## config.mk

```make
export PLATFORM = sky130hd
export DESIGN_NAME = imu_fifo_packet_decoder
export DESIGN_NICKNAME = d
export VERILOG_FILES = /design/src/imud_pkg.sv /design/src/imud_capture.sv /design/src/imud_decode.sv /design/src/imu_fifo_packet_decoder.sv
export SDC_FILE = /design/constraint.sdc
export NUM_CORES = 1
export LEC_CHECK = 0
export BUFFER_PORTS_ARGS = -buffer_cell sky130_fd_sc_hd__buf_2
export CAP_MARGIN = 15
export CORE_AREA = 2 2 156 158
export CTS_CLUSTER_DIAMETER = 200
export DETAILED_ROUTE_END_ITERATION = 12
export DIE_AREA = 0 0 158 160
export PLACE_DENSITY = 0.55
export RECOVER_POWER = 100
export SYNTH_ARGS = -nofsm -noshare
export SYNTH_HDL_FRONTEND = slang
export SYNTH_SLANG_ARGS = --single-unit
```

## constraint.sdc

```tcl
create_clock -name clk -period 5.06 [get_ports clk]
set_clock_uncertainty 0.15 [all_clocks]
set_input_delay 1.265 -clock clk [delete_from_list [all_inputs] [get_ports clk]]
set_output_delay 1.265 -clock clk [all_outputs]
set_load 0.05 [all_outputs]
```

## src/imud_pkg.sv

```systemverilog
// Shared types and constants for the IMU FIFO packet decoder.
// Used by every module under src; depends on nothing else.
package imud_pkg;

	// Default packet length in bytes, and the bytes that carry decoded content.
	localparam int PKT_BYTES_DEF = 20;
	localparam int MOTION_BYTES  = 20;

	// Header codes.
	localparam logic [7:0] HDR_MOTION   = 8'h78;
	localparam logic [7:0] HDR_EXTERNAL = 8'h70;

	// Empty-sensor word, seen as a high byte and a low byte.
	localparam logic [7:0] EMPTY_HI = 8'h80;
	localparam logic [7:0] EMPTY_LO = 8'h00;

	// Byte offsets inside a motion packet.
	localparam int OFS_ACCEL = 1;
	localparam int OFS_GYRO  = 7;
	localparam int OFS_NIB   = 17;

	localparam int AXIS_W = 20;

	typedef enum logic [1:0] {
		KIND_INVALID  = 2'd0,
		KIND_EXTERNAL = 2'd1,
		KIND_MOTION   = 2'd2
	} entry_kind_t;

	// Stored bytes of one packet, byte 0 in the lowest slot.
	typedef logic [MOTION_BYTES-1:0][7:0] pkt_bytes_t;

	// One decoded result.
	typedef struct packed {
		entry_kind_t               kind;
		logic                      accel_ok;
		logic                      gyro_ok;
		logic signed [AXIS_W-1:0]  accel_x;
		logic signed [AXIS_W-1:0]  accel_y;
		logic signed [AXIS_W-1:0]  accel_z;
		logic signed [AXIS_W-1:0]  gyro_x;
		logic signed [AXIS_W-1:0]  gyro_y;
		logic signed [AXIS_W-1:0]  gyro_z;
	} decode_res_t;

endpackage

```

## src/imud_capture.sv

```systemverilog
// Byte position counter and packet byte store for the IMU FIFO decoder.
// Depends on imud_pkg.
module imud_capture import imud_pkg::*; #(
	parameter int PACKET_BYTES = PKT_BYTES_DEF
) (
	input  logic       clk,
	input  logic       arst_n,
	input  logic       byte_take,
	input  logic [7:0] packet_byte,
	output logic       last_byte,
	output pkt_bytes_t pkt_bytes
);

	localparam int POS_W = $clog2(PACKET_BYTES);
	localparam logic [POS_W-1:0] POS_LAST = POS_W'(PACKET_BYTES - 1);

	logic [POS_W-1:0] pos_q;
	logic [POS_W-1:0] pos_eff;
	logic [7:0]       store_q [MOTION_BYTES];

	// An out-of-range position counts as the last byte of the packet.
	assign pos_eff   = (pos_q >= POS_LAST) ? POS_LAST : pos_q;
	assign last_byte = (pos_eff == POS_LAST);

	always_ff @(posedge clk or negedge arst_n) begin
		if (!arst_n) begin
			pos_q <= '0;
		end else if (byte_take) begin
			pos_q <= last_byte ? '0 : pos_eff + 1'b1;
		end
	end

	// Each slot takes the beat whose position matches it; later bytes are dropped.
	always_ff @(posedge clk) begin
		for (int i = 0; i < MOTION_BYTES; i++) begin
			if (byte_take && (32'(pos_eff) == i)) begin
				store_q[i] <= packet_byte;
			end
		end
	end

	always_comb begin
		for (int i = 0; i < MOTION_BYTES; i++) begin
			pkt_bytes[i] = store_q[i];
		end
	end

endmodule

```

## src/imud_decode.sv

```systemverilog
// Combinational decode of one stored packet into a result.
// Depends on imud_pkg.
module imud_decode import imud_pkg::*; (
	input  pkt_bytes_t  pkt_bytes,
	output decode_res_t res
);

	logic                     accel_ok;
	logic                     gyro_ok;
	logic [2:0][AXIS_W-1:0]   accel_axis;
	logic [2:0][AXIS_W-1:0]   gyro_axis;
	logic                     accel_empty;
	logic                     gyro_empty;

	// A sensor is empty when all three words read 0x8000.
	always_comb begin
		accel_empty = 1'b1;
		gyro_empty  = 1'b1;
		for (int i = 0; i < 3; i++) begin
			accel_empty = accel_empty && (pkt_bytes[OFS_ACCEL + 2*i] == EMPTY_HI)
				&& (pkt_bytes[OFS_ACCEL + 2*i + 1] == EMPTY_LO);
			gyro_empty = gyro_empty && (pkt_bytes[OFS_GYRO + 2*i] == EMPTY_HI)
				&& (pkt_bytes[OFS_GYRO + 2*i + 1] == EMPTY_LO);
		end
		accel_ok = !accel_empty;
		gyro_ok  = !gyro_empty;
	end

	// Each axis is high byte, low byte and its extension nibble.
	always_comb begin
		for (int i = 0; i < 3; i++) begin
			accel_axis[i] = {pkt_bytes[OFS_ACCEL + 2*i], pkt_bytes[OFS_ACCEL + 2*i + 1],
				pkt_bytes[OFS_NIB + i][7:4]};
			gyro_axis[i] = {pkt_bytes[OFS_GYRO + 2*i], pkt_bytes[OFS_GYRO + 2*i + 1],
				pkt_bytes[OFS_NIB + i][3:0]};
		end
	end

	// Pick the result by header and sensor validity; unused fields stay zero.
	always_comb begin
		res = '0;
		if (pkt_bytes[0] == HDR_EXTERNAL) begin
			res.kind = KIND_EXTERNAL;
		end else if ((pkt_bytes[0] == HDR_MOTION) && (accel_ok || gyro_ok)) begin
			res.kind     = KIND_MOTION;
			res.accel_ok = accel_ok;
			res.gyro_ok  = gyro_ok;
			if (accel_ok) begin
				res.accel_x = accel_axis[0];
				res.accel_y = accel_axis[1];
				res.accel_z = accel_axis[2];
			end
			if (gyro_ok) begin
				res.gyro_x = gyro_axis[0];
				res.gyro_y = gyro_axis[1];
				res.gyro_z = gyro_axis[2];
			end
		end
	end

endmodule

```

## src/imu_fifo_packet_decoder.sv

```systemverilog
// IMU FIFO packet decoder: one byte beat a cycle in, one result per packet out.
// An accepted last byte sets the pending flag; the result register then loads the
// decoded packet once free. Throughput: one byte per cycle sustained; input
// stalls only while a decoded packet waits for a full output register not drained.
// Reset (arst_n, asynchronous, active low) clears the byte position and valids.
// Depends on imud_pkg, imud_capture and imud_decode.
module imu_fifo_packet_decoder import imud_pkg::*; #(
	parameter int PACKET_BYTES = PKT_BYTES_DEF
) (
	input  logic               clk,
	input  logic               arst_n,
	input  logic               in_valid,
	output logic               in_ready,
	input  logic [7:0]         packet_byte,
	output logic               out_valid,
	input  logic               out_ready,
	output logic [1:0]         entry_kind,
	output logic               accel_ok,
	output logic               gyro_ok,
	output logic signed [19:0] accel_x,
	output logic signed [19:0] accel_y,
	output logic signed [19:0] accel_z,
	output logic signed [19:0] gyro_x,
	output logic signed [19:0] gyro_y,
	output logic signed [19:0] gyro_z
);

	logic        byte_take;
	logic        last_byte;
	logic        pend_s1;
	logic        advance;
	logic        out_valid_q;
	pkt_bytes_t  pkt_bytes;
	decode_res_t dec_res;
	decode_res_t res_q;

	// A complete packet moves to the result register once that register frees up.
	assign advance   = pend_s1 && (!out_valid_q || out_ready);
	assign in_ready  = !pend_s1 || advance;
	assign byte_take = in_valid && in_ready;

	imud_capture #(
		.PACKET_BYTES(PACKET_BYTES)
	) u_capture (
		.clk        (clk),
		.arst_n     (arst_n),
		.byte_take  (byte_take),
		.packet_byte(packet_byte),
		.last_byte  (last_byte),
		.pkt_bytes  (pkt_bytes)
	);

	imud_decode u_decode (
		.pkt_bytes(pkt_bytes),
		.res      (dec_res)
	);

	// Pending flag: set when a packet's last byte lands in the store.
	always_ff @(posedge clk or negedge arst_n) begin
		if (!arst_n) begin
			pend_s1 <= 1'b0;
		end else if (byte_take && last_byte) begin
			pend_s1 <= 1'b1;
		end else if (advance) begin
			pend_s1 <= 1'b0;
		end
	end

	// Result register valid.
	always_ff @(posedge clk or negedge arst_n) begin
		if (!arst_n) begin
			out_valid_q <= 1'b0;
		end else if (advance) begin
			out_valid_q <= 1'b1;
		end else if (out_ready) begin
			out_valid_q <= 1'b0;
		end
	end

	// Result register payload.
	always_ff @(posedge clk) begin
		if (advance) begin
			res_q <= dec_res;
		end
	end

	assign out_valid  = out_valid_q;
	assign entry_kind = 2'(res_q.kind);
	assign accel_ok   = res_q.accel_ok;
	assign gyro_ok    = res_q.gyro_ok;
	assign accel_x    = res_q.accel_x;
	assign accel_y    = res_q.accel_y;
	assign accel_z    = res_q.accel_z;
	assign gyro_x     = res_q.gyro_x;
	assign gyro_y     = res_q.gyro_y;
	assign gyro_z     = res_q.gyro_z;

endmodule
```

Word level (Yosys, flattened, before mapping)

Memory sizes are Yosys's and may differ from the RTL's.
Index checks and enable logic that the tools add are counted.
Widths: inputs -> output; s select.

Register bits: 131
RAM bits: 160
Input port bits: 12
Output and inout bits: 126
Word-level logic and storage cells: 220
Memories: 1

Memory list:

| memory            | words | bits a word | rd ports | clocked after memory_dff | write ports | line               | text |
|---|---|---|---|---|---|---|---|
| u_capture.store_q | 20    | 8           | 16       | 0                        | 1           | imud_capture.sv:19 | `logic [7:0] store_q [MOTION_BYTES];` |

Add/subtract/negate cells: 1
Magnitude comparators: 1
Eq/ne operators: 27
Mux-type cells: 106
Bitwise logic cells: 1
Reduce and logical (&&, ||, !) cells: 71

Operators with widths:

| operator            | count |
|---|---|
| $mux 8              | 19 |
| $reduce_or 8->1     | 19 |
| $mux 124            | 1 |
| $mux 60             | 2 |
| $mux 5              | 21 |
| $mux 1              | 63 |
| $eq 8x8->1 const B  | 6 |
| $logic_not 8->1     | 6 |
| $eq 5x4->1 const B  | 8 |
| $logic_and 1x1->1   | 33 |
| $eq 5x3->1 const B  | 4 |
| $eq 5x5->1 const B  | 4 |
| $eq 8x7->1 const B  | 2 |
| $eq 5x2->1 const B  | 2 |
| $reduce_or 3->1     | 2 |
| $add 5x1->5 const B | 1 |
| $eq 5x1->1 const B  | 1 |
| $ge 5x5->1 const B  | 1 |
| $logic_not 5->1     | 1 |
| $logic_not 1->1     | 4 |
| $reduce_bool 2->1   | 2 |
| $logic_or 1x1->1    | 3 |
| $reduce_or 2->1     | 1 |
| $not 1->1           | 1 |

Longest topological paths before layout

Gate-level depths: netlist (run 1).

Depth after elaboration: 28
Depth in mapped cells: 7
Mapped depth without buffers: 6

Modules after synthesis

A second synthesis (run 1) with hierarchy kept.

Cells, all modules: 536
Area total of the unflattened synthesis: 10426.2 um^2

By module, submodules not included:

| module                  | instances | cells each | area each (um^2) | sequential area each (um^2) |
|---|---|---|---|---|
| imud_capture            | 1         | 224        | 5322.6           | 4929.7 |
| imu_fifo_packet_decoder | 1         | 133        | 3828.7           | 3773.6 |
| imud_decode             | 1         | 179        | 1275.0           | 0.0 |

Worst setup path after synthesis (run 1)

No wires, ideal clock.

Path type: input port to flip-flop
From: input out_ready
To: register res_q, in the netlist accel_ok (enable)
Setup time: 498 ps
Arrival time: 4243 ps
Data required time: 4412 ps
Slack: 169 ps
Cell stages on the path: 2
Path buffers: 0
Path through: nand2b_1 and2_1

Longest elaborated chain between the ends: 2

Ends and longest elaborated chain:

| what                 | line                          | text |
|---|---|---|
| start, declared      | imu_fifo_packet_decoder.sv:16 | `input logic out_ready,` |
| $logic_or 1x1->1     | imu_fifo_packet_decoder.sv:38 | `assign advance = pend_s1 && (!out_valid_q \|\| out_ready);` |
| $logic_and 1x1->1    | imu_fifo_packet_decoder.sv:38 |  |
| net advance          | imu_fifo_packet_decoder.sv:31 | `logic advance;` |
| end signal, assigned | imu_fifo_packet_decoder.sv:83 | `res_q <= dec_res;` |
| end, declared        | imu_fifo_packet_decoder.sv:35 | `decode_res_t res_q;` |

The timed path passes the listed nets, and every way through them passes these cells.
A chain may end at the register's enable or synchronous reset.

Worst setup path after layout (run 1)

From: input out_ready
To: register res_q, in the netlist accel_z[0] (enable)

The elaborated chain is that of the path after synthesis.

==> flow_metrics.tcl, run 1 <==
set metrics [dict create \
    cap_violations 4 \
    min_from "pend_s1" \
    postCtsSetupBuffers 0 \
    synth-seq-cells 259 \
    clk_pin_slew_ps 60 \
    grt_usage 0.147 \
    hold_depth 1 \
    intPower_mw 3.56 \
    min_to "out_valid" \
    io_pins 138 \
    period_share 0.752 \
    start_kind "input pin" \
    status "complete, but fails checks" \
    drcViolationCount 0 \
    first_iter_violations 264 \
    synth_area_leaders "edfxtp_1 (81%), and2_1 (5.1%), and2_4 (4.3%)" \
    slew_headroom -0.744 \
    hp-class "reg -> reg" \
    power_frac_comb 0.124 \
    dr.pass1.iters 4 \
    seq_area_frac_synth 0.827 \
    hold_viol 0 \
    r2r-end "accel_z[0]" \
    required_ps 5080 \
    layout_commonest_cell "edfxtp_1" \
    fp.dieH_um 160 \
    drive_above_1_share 0.0844 \
    cts_root_buffer "clkbuf_16" \
    vias_per_cell 4.67 \
    tritoncts "done" \
    grt_pass1_vias 4751 \
    r2r_start "out_valid" \
    netSwitchingFraction 0.269 \
    synth_cells 490 \
    rrSetupSlack_ps 1720 \
    ctsHoldBuffers 0 \
    dieArea_mm2 0.0253 \
    routabilityCongestion 0.741 \
    cts.sinks 259 \
    netlist_area_mm2 0.00936 \
    grt_max_degree 68 \
    cts_resized 0 \
    critical_path_class "in -> reg" \
    grt_antenna_before_repair 1 \
    synth_warnings 0 \
    r2r.worst_path.cells 3 \
    fmax_mhz 263 \
    final_antenna_net_count 0 \
    p_leak_nw 3.41 \
    via_count 4565 \
    synth_area_leader_cell "edfxtp_1" \
    synth_cell_type_count 31 \
    p_sw_mw 1.31 \
    area_delta_synth_final_pct 14.7 \
    clock_path_buffers 3 \
    wl_mm 18.6 \
    grt-ovfl-total 0 \
    insertion_delay_ps 510 \
    n_fill_cell 2149 \
    multiInputGateArea_mm2 0.00135 \
    tightest_slew_ps 2620 \
    finalSetupTns_ps 0 \
    p_per_area_mw_per_mm2 453 \
    mostFrequentLayoutCells "edfxtp_1 (252), clkbuf_1 (141), and2_0 (85), clkbuf_16 (25)" \
    period_minus_slack_ps 3810 \
    cp_max_fo 67 \
    pwr-share-clk 0.331 \
    synth_area_per_cell_um2 19.1 \
    num_rows 57 \
    finish.net_count 656 \
    slew_violations 193 \
    layout.cells.non_filler 977 \
    port_buffers 137 \
    start_util 0.393 \
    core_area_mm2 0.0238 \
    rsz0062_at_grt "false" \
    dp_cells 936 \
    place_ws_ps 1410 \
    die_width_um 158 \
    crit_path_end_kind "flip-flop" \
    ir_worst_vdd_uv 193 \
    h-tree-depth 1 \
    cts_buffers 25 \
    critPathArrivalTime_ps 3820 \
    setup_ws_ps 1250 \
    synth.top_cell.area_share 0.808 \
    p_seq_frac 0.546 \
    final-seq-area_mm2 0.00774 \
    dpl.hpwl_mm 11.7 \
    violations "max-capacitance violations, max-slew violations" \
    synth_fp_nets 506 \
    setup_viol 0 \
    grt_pass1_wl_mm 28.0 \
    wl_per_cell_um 19.1 \
]
-- critical path, stage by stage --
cell	delay, ps
buf_2	80
nand2b_1	110
and2_1	1900
buf_12	370
-- final cells by class --
class / instances / area share
Antenna cell: 1 / 0.000233
Clock buffer: 30 / 0.0600
Clock inverter: 9 / 0.00361
Inverter: 5 / 0.00175
Multi-Input combinational cell: 210 / 0.125
Sequential cell: 259 / 0.721
Tap cell: 324 / 0.0377
Timing Repair Buffer: 139 / 0.0503
-- synthesized netlist by cell type, drive strengths merged --
master and n:
clkbuf 4, nor2 7, nor4b 6, and2 125, nand4 8, edfxtp 252, dfrtp 7, mux2 1
nand3 2, nor2b 1, a21oi 1, o22ai 2, nand4b 1, inv 5, ha 4, buf 12
o21a 1, nand2 10, nor4 21, nor3 6, nand2b 6, o311a 2, nand3b 1, o21ai 2
and3 2, or2 1
-- worst max-delay path by stage --
stage          startpoint                       end  depth (start not counted)
6_report        out_ready                accel_z[0]                          4
2_1_floorplan   out_ready                  accel_ok                          2
4_1_cts         out_ready                  in_ready                          3
5_1_grt         out_ready                accel_z[0]                          4
3_3_place_gp    out_ready  u_capture.store_q[1][26]                          5
3_5_place_dp    out_ready   u_capture.store_q[1][4]                          5
-- power by group through the flow --
stage          logic [mW]  registers, mW  clock network (mW)
2_1_floorplan       0.214           2.92                   0
3_3_place_gp        0.618           2.69                   0
3_5_place_dp        0.632           2.69                   0
4_1_cts             0.633           2.65                1.65
5_1_grt             0.645           2.67                1.73
6_report            0.602           2.65                1.61
-- registers in the layout, indices dropped and copies added (netlist names), 2 cells and up --
| signal | cells |
|---|---|
| gyro_z | 20 |
| gyro_x | 20 |
| entry_kind | 2 |
| accel_x | 20 |
| u_capture.store_q | 128 |
| u_capture.pos_q | 5 |
| accel_y | 20 |
| gyro_y | 20 |
| accel_z | 20 |
-- metal layers --
layer  part of all wire  wire length, um  GRT usage  up-vias
met5                  0                0          0        -
met4              0.021              395     0.0471        0
met3              0.062             1150     0.0285       34
met2               0.48             9000      0.246      132
met1               0.43             8070      0.194     2268
li1                   -                -          -     2131
-- cell families after synthesis --
logic type,Yosys count,share of synthesized area
mux,1,0.00120
buf+inv,21,0.0180
flops,259,0.827
compound gates,8,0.00722
fa+ha+maj,4,0.00535
simple gates,197,0.141
-- stage by stage --
stage / utilization / power [mW] / hold slack (ps) / area, um^2
6_report: 0.451 / 4.87 / 341 / 10700
3_5_place_dp: 0.434 / 3.33 / 340 / 10300
5_1_grt: 0.451 / 5.05 / 360 / 10700
4_1_cts: 0.462 / 4.94 / 354 / 11000
2_1_floorplan: - / 3.14 / 299 / 9360
3_3_place_gp: 0.434 / 3.31 / 326 / 10300
Note: power is estimated with default switching activity, not from simulation.
==> inputs of run 2 (changes only) <==
clock period = 3.8 ns   (was 5.06 ns; I/O delays follow)
==> flow_metrics.tcl, run 2 (synthesis results as in run 1) <==
set metrics [dict create \
    cpPeakStageDelay_ps 1410 \
    critPathArrivalTime_ps 3170 \
    wl_per_cell_um 18.7 \
    cp_max_fo 62 \
    grt_usage 0.144 \
    port_buffers 137 \
    clock_path_buffers 3 \
    grt-busiest-layer "met2" \
    layout.cells.non_filler 993 \
    dp_cells 944 \
    largest_reg_flops 128 \
    status "complete, but fails checks" \
    routabilityCongestion 0.778 \
    period_minus_slack_ps 2970 \
    use_met2 0.242 \
    drive_above_1_share 0.0913 \
    finish.net_count 664 \
    place_area_mm2 0.0104 \
    hp-class "in -> async" \
    worstPathCellList "nand4b_1, nor4_1, o311a_1, and2_0" \
    grt_pass1_wl_mm 27.4 \
    first_iter_violations 239 \
    dieArea_mm2 0.0253 \
    num_rows 57 \
    hold_viol 0 \
    mostFrequentLayoutCells "edfxtp_1 (252), clkbuf_1 (151), and2_0 (81), and2_1 (28), clkbuf_16 (27)" \
    ctsHoldBuffers 0 \
    grt_use_met3 0.0288 \
    vias_per_cell 4.59 \
    violations "max-capacitance violations, max-slew violations" \
    fmax_mhz 336 \
    setup_viol 0 \
    required_ps 4000 \
    crit_path_end_kind "flip-flop" \
    io_pins 138 \
    cts.sinks 259 \
    clk_pin_slew_ps 60 \
    finalSetupTns_ps 0 \
    postCtsSetupBuffers 0 \
    ir_worst_vdd_uv 355 \
    n_fill_cell 2174 \
    p_per_area_mw_per_mm2 634 \
    cts_root_buffer "clkbuf_16" \
    wl_mm 18.5 \
    area_delta_synth_final_pct 17.1 \
    fp.dieH_um 160 \
    grt_antenna_before_repair 1 \
    cts_buffers 26 \
    start_kind "flip-flop" \
    multiInputGateArea_mm2 0.00134 \
    cts_resized 0 \
    critical_path_class "reg -> reg" \
    finalInstanceArea_mm2 0.0110 \
    h-tree-depth 1 \
    use_met1 0.193 \
    dr.pass1.iters 4 \
    rsz0062_at_grt "false" \
    insertion_delay_ps 520 \
    die_width_um 158 \
    dpl.hpwl_mm 11.4 \
    final-seq-area_mm2 0.00774 \
    slowest_stage "o311a_1" \
    place_ws_ps 783 \
    top_register "u_capture.store_q" \
    start_util 0.393 \
    tightest_slew_ps 1760 \
    path_buf_inv 0 \
    crit_family "compound AO/OA/AOI/OAI gates" \
    via_count 4558 \
    tritoncts "done" \
    cap_violations 2 \
    final_antenna_net_count 0 \
    grt-ovfl-total 0 \
    period_share 0.782 \
    grt_pass1_vias 4773 \
    core_area_mm2 0.0238 \
    setup_ws_ps 828 \
    p_leak_nw 3.52 \
    layout_commonest_cell "edfxtp_1" \
    grt_max_degree 125 \
    slew_headroom -0.173 \
    slew_violations 188 \
    drcViolationCount 0 \
]
==> run 2: per-stage QoR <==
| stage | utilization | total power [mW] | hold WS, ps |
|---|---|---|---|
| CTS | 0.474 | 7.05 | 104 |
| finish | 0.460 | 6.95 | 209 |
| global route | 0.460 | 7.22 | 217 |
| detailed placement | 0.436 | 4.43 | 336 |
| global placement | 0.436 | 4.41 | 327 |
| floorplan | - | 4.17 | 299 |
==> run 2: worst register-to-register path: stages, from the launching register on <==
cell and delay, ps:
edfxtp_1 350, nand4b_1 170, nor4_1 400, o311a_1 1410, and2_0 330
==> run 2: path summary, 6_finish.rpt <==
check | depth (start not counted) | from | slack (ps) | to
worst max register to register | 4 | u_capture.store_q[0][7] | 830 | gyro_z[18]
min in group clk | 2 | u_capture.pos_q[1] | 340 | u_capture.pos_q[1]
worst min-delay path | 1 | arst_n | 210 | out_valid
worst min register to register | 2 | u_capture.pos_q[1] | 340 | u_capture.pos_q[1]
max in group asynchronous | 1 | arst_n | 2970 | u_capture.pos_q[2]
worst max-delay path | 4 | u_capture.store_q[0][7] | 830 | gyro_z[18]
==> run 2: area by class of cell <==
type                    count  share of cell area
diodes                      1            0.000228
clock buffers              42              0.0722
clock inverters             6             0.00958
inverters                   5             0.00171
multi-input cells         210               0.123
flip-flops and latches    259               0.706
well taps                 324              0.0370
repair buffers            146              0.0507
==> run 2: per-layer routing <==
layer | vias to the layer above | part of all wire
li1 | 2155 | -
met1 | 2269 | 0.43
met2 | 117 | 0.49
met3 | 17 | 0.062
met4 | 0 | 0.011
met5 | - | 0
==> run 2: where the power goes <==
| part | switching [mW] | internal (mW) |
|---|---|---|
| combinational | 0.664 | 0.128 |
| sequential | 0.116 | 3.42 |
| clock | 0.998 | 1.62 |
| total | 1.78 | 5.17 |
==> inputs of run 3 (changes only) <==
clock period = 3 ns   (was 3.8 ns; I/O delays follow)
==> flow_metrics.tcl, run 3 (synthesis results as in run 1) <==
set metrics [dict create \
    place_ws_ps 307 \
    cp_max_fo 5 \
    grt_pass1_wl_mm 27.2 \
    period_minus_slack_ps 2720 \
    cap_violations 1 \
    p_leak_nw 3.48 \
    worstPathCellList "nand3b_1, clkbuf_1, clkbuf_1" \
    grt_use_met3 0.0285 \
    grt-ovfl-total 0 \
    post-route-util 0.457 \
    cts_resized 0 \
    ir_worst_vdd_uv 333 \
    start_util 0.393 \
    cts_root_buffer "clkbuf_16" \
    finalSetupTns_ps 0 \
    area_delta_synth_final_pct 16.2 \
    clk_pin_slew_ps 60 \
    port_buffers 137 \
    path_buf_inv 2 \
    start_kind "flip-flop" \
    critical_path_class "reg -> out" \
    h-tree-depth 1 \
    ctsHoldBuffers 1 \
    fmax_mhz 368 \
    drive_above_1_share 0.0774 \
    cts.sinks 259 \
    use_met1 0.197 \
    dr.pass1.iters 4 \
    largest_reg_flops 128 \
    layout_commonest_cell "edfxtp_1" \
    vias_per_cell 4.63 \
    multiInputGateArea_mm2 0.00134 \
    final_antenna_net_count 0 \
    grt_pass1_vias 4698 \
    top_register "u_capture.store_q" \
    insertion_delay_ps 510 \
    violations "max-capacitance violations, max-slew violations" \
    grt_antenna_before_repair 1 \
    grt_max_degree 125 \
    num_rows 57 \
    crit_path_end_kind "primary output" \
    routabilityCongestion 0.801 \
    die_width_um 158 \
    critPathArrivalTime_ps 1820 \
    tightest_slew_ps 1750 \
    wl_per_cell_um 18.3 \
    cp_common_cell "clkbuf_1" \
    tritoncts "done" \
    period_share 0.906 \
    postCtsSetupBuffers 0 \
    mostFrequentLayoutCells "edfxtp_1 (252), clkbuf_1 (152), and2_0 (66), and2_1 (48), clkbuf_16 (27)" \
    hp-class "reg -> reg" \
    wl_mm 18.3 \
    dpl.hpwl_mm 11.3 \
    setup_viol 0 \
    hold_viol 0 \
    via_count 4620 \
    slew_violations 125 \
    finish.net_count 670 \
    p_per_area_mw_per_mm2 778 \
    slowest_stage "clkbuf_1" \
    rsz0062_at_grt "false" \
    drcViolationCount 0 \
    status "complete, but fails checks" \
    io_pins 138 \
    final-seq-area_mm2 0.00774 \
    cpPeakStageDelay_ps 500 \
    core_area_mm2 0.0238 \
    grt_usage 0.142 \
    clock_path_buffers 3 \
    use_met2 0.231 \
    crit_family "buffers and inverters" \
    slew_headroom -0.168 \
    first_iter_violations 266 \
    finalPower_mw 8.47 \
    grt-busiest-layer "met2" \
    required_ps 2100 \
    cts_buffers 26 \
    n_fill_cell 2170 \
    fp.dieH_um 160 \
    dieArea_mm2 0.0253 \
    setup_ws_ps 281 \
]
run 3: cell count changes in the layout (fill, tap and decap cells not counted), moves of 3 or more:
cell	before	now
and2_1	28	48
and2_2	14	11
clkinv_1	0	8
clkbuf_8	6	0
and2_0	81	66
run 3: final timing paths:
check | startpoint | cells after the start | to | slack, ps
max in group asynchronous | arst_n | 2 | out_valid | 1870
worst min-delay path | u_capture.pos_q[0] | 2 | u_capture.pos_q[0] | 350
min in group asynchronous | arst_n | 2 | u_capture.pos_q[1] | 530
worst min register to register | u_capture.pos_q[0] | 2 | u_capture.pos_q[0] | 350
worst max register to register | u_capture.store_q[1][13] | 4 | accel_z[0] | 370
worst max-delay path | out_valid | 3 | in_ready | 280
run 3: tightest hold or removal path, delay by kind of cell (launching register included):
kind            cells  cell delay, ps
flops               1             350
compound gates      1              60
simple gates        1              50
run 3: power breakdown:
group          internal (mW)  total (mW)  switching [mW]
Combinational          0.164        1.01           0.842
Clock                   1.72        2.98            1.26
Sequential              4.33        4.48           0.148
Total                   6.21        8.47            2.25
run 3: final cells by class:
cell class / instances / share of cell area
multi-input cells: 210 / 0.123
diodes: 1 / 0.000230
flip-flops and latches: 259 / 0.712
well taps: 324 / 0.0373
inverters: 5 / 0.00172
clock inverters: 15 / 0.00920
repair buffers: 152 / 0.0536
clock buffers: 31 / 0.0635
run 3: stage by stage:
stage | std cells | hold WS, ps | instance area (um^2)
2_1_floorplan | 490 | 299 | 9360
3_3_place_gp | 949 | 327 | 10400
3_5_place_dp | 949 | 341 | 10400
4_1_cts | 996 | 355 | 11200
5_1_grt | 996 | 387 | 10900
6_report | 997 | 351 | 10900
run 3: routing by layer:
layer  vias to the layer above  wire length, um
met5                         -                0
met4                         0              293
met3                        27             1350
met2                       142             8790
met1                      2283             7840
li1                       2168                -
